### config.mk
export PLATFORM = sky130hd
export DESIGN_NAME = gec_ctrl
export DESIGN_NICKNAME = d
export VERILOG_FILES = /design/src/rtl/gec_pkg.sv /design/src/rtl/gec_ctrl.sv
export SDC_FILE = /design/constraint.sdc
export NUM_CORES = 1
export LEC_CHECK = 0
export BUFFER_PORTS_ARGS = -buffer_cell sky130_fd_sc_hd__buf_2
export CAP_MARGIN = 20
export CORE_AREA = 2 2 39 41
export DETAILED_ROUTE_END_ITERATION = 8
export DIE_AREA = 0 0 41 43
export SLEW_MARGIN = 20
export SYNTH_ARGS = -nofsm -noshare
export SYNTH_HDL_FRONTEND = slang
export SYNTH_SLANG_ARGS = --single-unit
### constraint.sdc
create_clock -name clock -period 1.7 [get_ports clock]
set_input_delay 0.17 -clock clock [delete_from_list [all_inputs] [get_ports clock]]
set_output_delay 0.17 -clock clock [all_outputs]
set_load 0.03 [all_outputs]
### src/rtl/gec_pkg.sv
// Shared types, sizes and helpers for the greedy edge colorer.
// Used by every module of the block but gec_ram; depends on nothing else.
package gec_pkg;

   // Sizes of the vertex table and the color palette
   localparam int Vertices   = 4096;
   localparam int Colors     = 64;
   localparam int AddrWidth  = $clog2(Vertices);
   // Generation tag kept with every mask entry; a restart moves to a new tag
   localparam int EpochWidth = 4;
   localparam int EntryWidth = EpochWidth + Colors;
   localparam int SlotCount  = 64;
   localparam int GroupSize  = 8;
   localparam int GroupCount = SlotCount / GroupSize;

   localparam logic [EpochWidth-1:0] EpochMax   = '1;
   localparam logic [EpochWidth-1:0] EpochFirst = EpochWidth'(1);
   localparam logic [EpochWidth-1:0] EpochClear = '0;

   // Input item
   typedef struct packed {
      logic [11:0] src_vtx;
      logic [11:0] dst_vtx;
      logic        restart;
   } req_type;

   // Result item
   typedef struct packed {
      logic [5:0] color;
      logic       overflow;
      logic [6:0] colors_used;
   } rsp_type;

   // Controller states
   typedef enum logic [4:0] {
      ST_CLEAR   = 5'b00001,
      ST_IDLE    = 5'b00010,
      ST_ISSUE   = 5'b00100,
      ST_CALC    = 5'b01000,
      ST_WRITE_B = 5'b10000
   } state_type;

   // Controller to datapath
   typedef struct packed {
      logic accept;    // load the item, handle restart bookkeeping
      logic rd_held;   // read from the held item instead of the ports
      logic clear;     // write one zero entry of the clearing pass
      logic calc;      // pick color, write endpoint A, post result
      logic write_b;   // write endpoint B
   } cmd_type;

   // Datapath to controller
   typedef struct packed {
      logic epoch_full;
      logic clear_last;
   } status_type;

   typedef struct packed {
      logic       found;
      logic [5:0] index;
   } pick_type;

   // Lowest set bit of a 64-bit word: first the group, then the bit in it
   function automatic pick_type first_free(input logic [SlotCount-1:0] free_bits);
      pick_type                    pick;
      logic [GroupCount-1:0]       group_any;
      logic [2:0]                  group_sel;
      logic [GroupSize-1:0]        group_bits;
      logic [2:0]                  bit_sel;
      for (int g = 0; g < GroupCount; g++) begin
         group_any[g] = |free_bits[g*GroupSize +: GroupSize];
      end
      group_sel = '0;
      for (int g = GroupCount - 1; g >= 0; g--) begin
         if (group_any[g]) begin
            group_sel = 3'(g);
         end
      end
      group_bits = free_bits[group_sel*GroupSize +: GroupSize];
      bit_sel = '0;
      for (int b = GroupSize - 1; b >= 0; b--) begin
         if (group_bits[b]) begin
            bit_sel = 3'(b);
         end
      end
      pick.found = |group_any;
      pick.index = {group_sel, bit_sel};
      return pick;
   endfunction

endpackage

### src/rtl/gec_ctrl.sv
// Sequencing state machine of the greedy edge colorer.
// Depends on gec_pkg; drives the datapath through cmd_type.
module gec_ctrl (
   input  logic                clock,
   input  logic                reset,
   input  logic                start,
   input  logic                req_restart,
   input  gec_pkg::status_type status,
   output gec_pkg::cmd_type    cmd,
   output logic                busy
);
   import gec_pkg::*;

   state_type state_ff, state_in;
   logic      pend_ff, pend_in;

   // Next state and commands
   always_comb begin
      state_in = state_ff;
      pend_in  = pend_ff;
      cmd      = '0;
      case (state_ff)
         ST_CLEAR: begin
            cmd.clear = 1'b1;
            if (status.clear_last) begin
               state_in = pend_ff ? ST_ISSUE : ST_IDLE;
            end
         end
         ST_IDLE: begin
            if (start) begin
               cmd.accept = 1'b1;
               if (req_restart && status.epoch_full) begin
                  state_in = ST_CLEAR;
                  pend_in  = 1'b1;
               end else begin
                  state_in = ST_CALC;
               end
            end
         end
         ST_ISSUE: begin
            cmd.rd_held = 1'b1;
            pend_in     = 1'b0;
            state_in    = ST_CALC;
         end
         ST_CALC: begin
            cmd.calc = 1'b1;
            state_in = ST_WRITE_B;
         end
         ST_WRITE_B: begin
            cmd.write_b = 1'b1;
            state_in    = ST_IDLE;
         end
         default: begin
            state_in = ST_IDLE;
         end
      endcase
   end

   always_ff @(posedge clock) begin
      if (reset) begin
         state_ff <= ST_CLEAR;
         pend_ff  <= 1'b0;
      end else begin
         state_ff <= state_in;
         pend_ff  <= pend_in;
      end
   end

   assign busy = (state_ff != ST_IDLE);

endmodule

==> summary.md <==
| Metric | Value |
|---|---|
| Max IR drop VDD | 217 uV |
| Pins Over Slew Limit | 0 |
| WHS Path Cells | 2 |
| Power per cell area | roughly 800 nW/um^2 |
| Most frequent cell after synthesis | dfxtp_1 |
| Clock Pin Slew Worst Setup and Hold Paths | 0.05 ns |
| Number of max-cap violations | 0 |
| CTS buffer count | 3 |
| Buffers added on ports | 11 |
| Reg2Reg Launch Point | state_ff[3] |
| Die Area | around 1800 sq um |
| Routed WL | 789 um |
| Avg WL per Cell | 11.3 um |
| Synthesized flop and latch total | 6 |
| Core area | 1380 sq um |
| Critical-path maximum fanout | 8 |
| Startpoint Class | register |
| RSZ-0062 raised after global routing | no |
| Post-layout min period | 1.55 ns |
| Post-Place Cells | 67 |
| Ys flop type | dfxtp_1 |
| Mapped cell area | roughly 340 sq um |
| Clock root cell | clkbuf_4 |
| Top-level port count | 12 |
| Top post-synthesis cells by count | dfxtp_1 (6), nor2_1 (5), inv_1 (4) |
| Reg-to-Reg End | state_ff[1] |
| Critical Path RT | about 1.5 ns |
| Clock Sinks | 6 |
| FF-to-FF setup slack | ~0.35 ns |
| Via count of the first global-routing pass | 261 |
| Starting density of the core | 24.6% |
| Sequential area share after synthesis | 35.3% |
| Vias per cell | 4.87 |
| Total power | 361 uW |
| CP delay by family, top | simple AND/OR/NAND/NOR gates |
| Hold_ws | 0.123 ns |
| Gr ovfl total | 0 |
| Setup CP Type | reg -> out |
| Area Growth Syn to Fin | 33.1% |
| Hold WC Path Type | in -> reg |
| CP cell instances | nor3_4, and2_1, inv_1, nor2_1, buf_2 |
| 1st-pass router iterations | 4 |
| Post-CTS setup repair buffer count | 0 |
| CTS H-tree depth | 1 |
| Max stage delay on crit path | 0.39 ns |
| Hold_sp | reset |
| Setup crit end kind | output pin |
| Non-Filler Instances | 70 |
| Crit-path slowest cell | dfxtp_1 |
| Synth Area per Inst | 8.51 sq um |
| CTS tree | yes |
| Syn Nets | 46 |
| Final setup fails | 0 |
| EDFF count, synth | 0 |
| Dpl ws | 0.270 ns |
| Syn. warnings | 0 |
| Synth top area cells | dfxtp_1 (35%), nor2_1 (5.5%), a221oi_2 (4.4%) |
| Post-route DRC violation count | 0 |
| Final clock skew | between 0.0007 and 0.0008 ns |
| Leakage | 0.000219 uW |
| Wire length on met1 | about 380 um |
| CTS max path bufs | 2 |
| R2r worst-path depth | 3 |
| Placer Congestion | 0.757 |
| Relative slew margins | 79.0% |
| Overall routing resource usage | about a tenth |
| Cells resized by post-CTS repair | 0 |
| # hold bufs at CTS | 0 |
| WP buf/inv | 2 |
| DR top layer | met3 |
| Worst-Skew Late Latency | 0.24 ns |
| Final hold vios | 0 |
| FFs w/ async S/R, synth | 0% |
| Outcome | complete, no violations |
| Worst-margin pin slew | approximately 0.32 ns |
| Worst hold path endpoint | state_ff[1] |
| Smallest setup slack after layout | 0.149 ns |
| Global-route wire length before repair | about 1200 um |
| Ant. Diodes | 0 |
| Layout cell share with drive strength beyond 1 | 37.0% |
| Vias | 341 |
| Gate Count Post-Synth | 40 |
| Initial DRC Count | 13 |
| Die Span X | about 41 um |
| Worst EP arrival | 1.38 ns |
| Post-DP HPWL | ~580 um |
| Total negative slack | 0 ns |
| Fmax | 0.645 GHz |
| Standard-cell row count | 14 |
| Period utilization | 91.3% |
| Antenna viol nets, final | 0 |
| Yosys top cell by area | dfxtp_1 |
| Post-synth top area share | 35.3% |
| Initial antenna violation count | 0 |
| Routed met3 length | between 50 and 60 um |
| Met2 WL | 356 um |
| Die Span Y | 43 um |
| Largest net degree at the start of global routing | 10 |
| Final #Nets | 62 |
| Synth unique cells | 24 |
## metal layers
metal	track usage [%]	up-vias
li1	-	177
met1	14.9	154
met2	11.6	10
met3	3.14	0
met4	10.0	0
met5	0	-
## flip-flops by register name, indices dropped and copies added, names as in the netlist
name and cells:
pend_ff 1, state_ff 5
## layout by cell type (no fill, tap or decap), types with 2 or more instances in the layout
master,n
nand3b_1,2
inv_1,4
and3_1,2
dfxtp_1,5
buf_2,11
nand2b_1,2
clkbuf_4,3
nor2_1,5
## power by group
part,total (uW),internal (uW),switching (uW)
Sequential,161,148,12.6
Combinational,68.3,29.4,38.9
Clock,132,79.9,52.5
## stage by stage
stage,cell area (sq um),utilization (%)
after floorplan,340,-
after global placement,415,30.0
after detailed placement,415,30.0
after CTS,438,31.6
after global routing,453,32.7
final,453,32.7
## area by class of cell
| class | instances | area [sq um] |
|---|---|---|
| multi-input cells | 30 | 219 |
| well taps | 16 | 20.0 |
| flip-flops and latches | 6 | 121 |
| repair buffers | 11 | 55.1 |
| clock buffers | 3 | 22.5 |
| inverters | 4 | 15.0 |
| fillers | 152 | 931 |
## worst max path at each step
stage | endpoint | cells after the start | startpoint | slack, ns
2_1_floorplan | cmd[4] | 4 | state_ff[3] | 0.09
3_3_place_gp | cmd[4] | 5 | state_ff[3] | 0.32
3_5_place_dp | cmd[4] | 5 | state_ff[3] | 0.27
4_1_cts | cmd[4] | 5 | state_ff[3] | 0.005
5_1_grt | cmd[4] | 5 | state_ff[3] | 0.02
6_report | cmd[4] | 5 | state_ff[3] | 0.15
## cells by family after synthesis
family	after synthesis	synth area share, %
buffers and inverters	4	4.41
flip-flops	6	35.3
AND/OR/NAND/NOR	23	40.8
AO/OA/AOI/OAI	7	19.5
(Power assumes the default switching activity.)
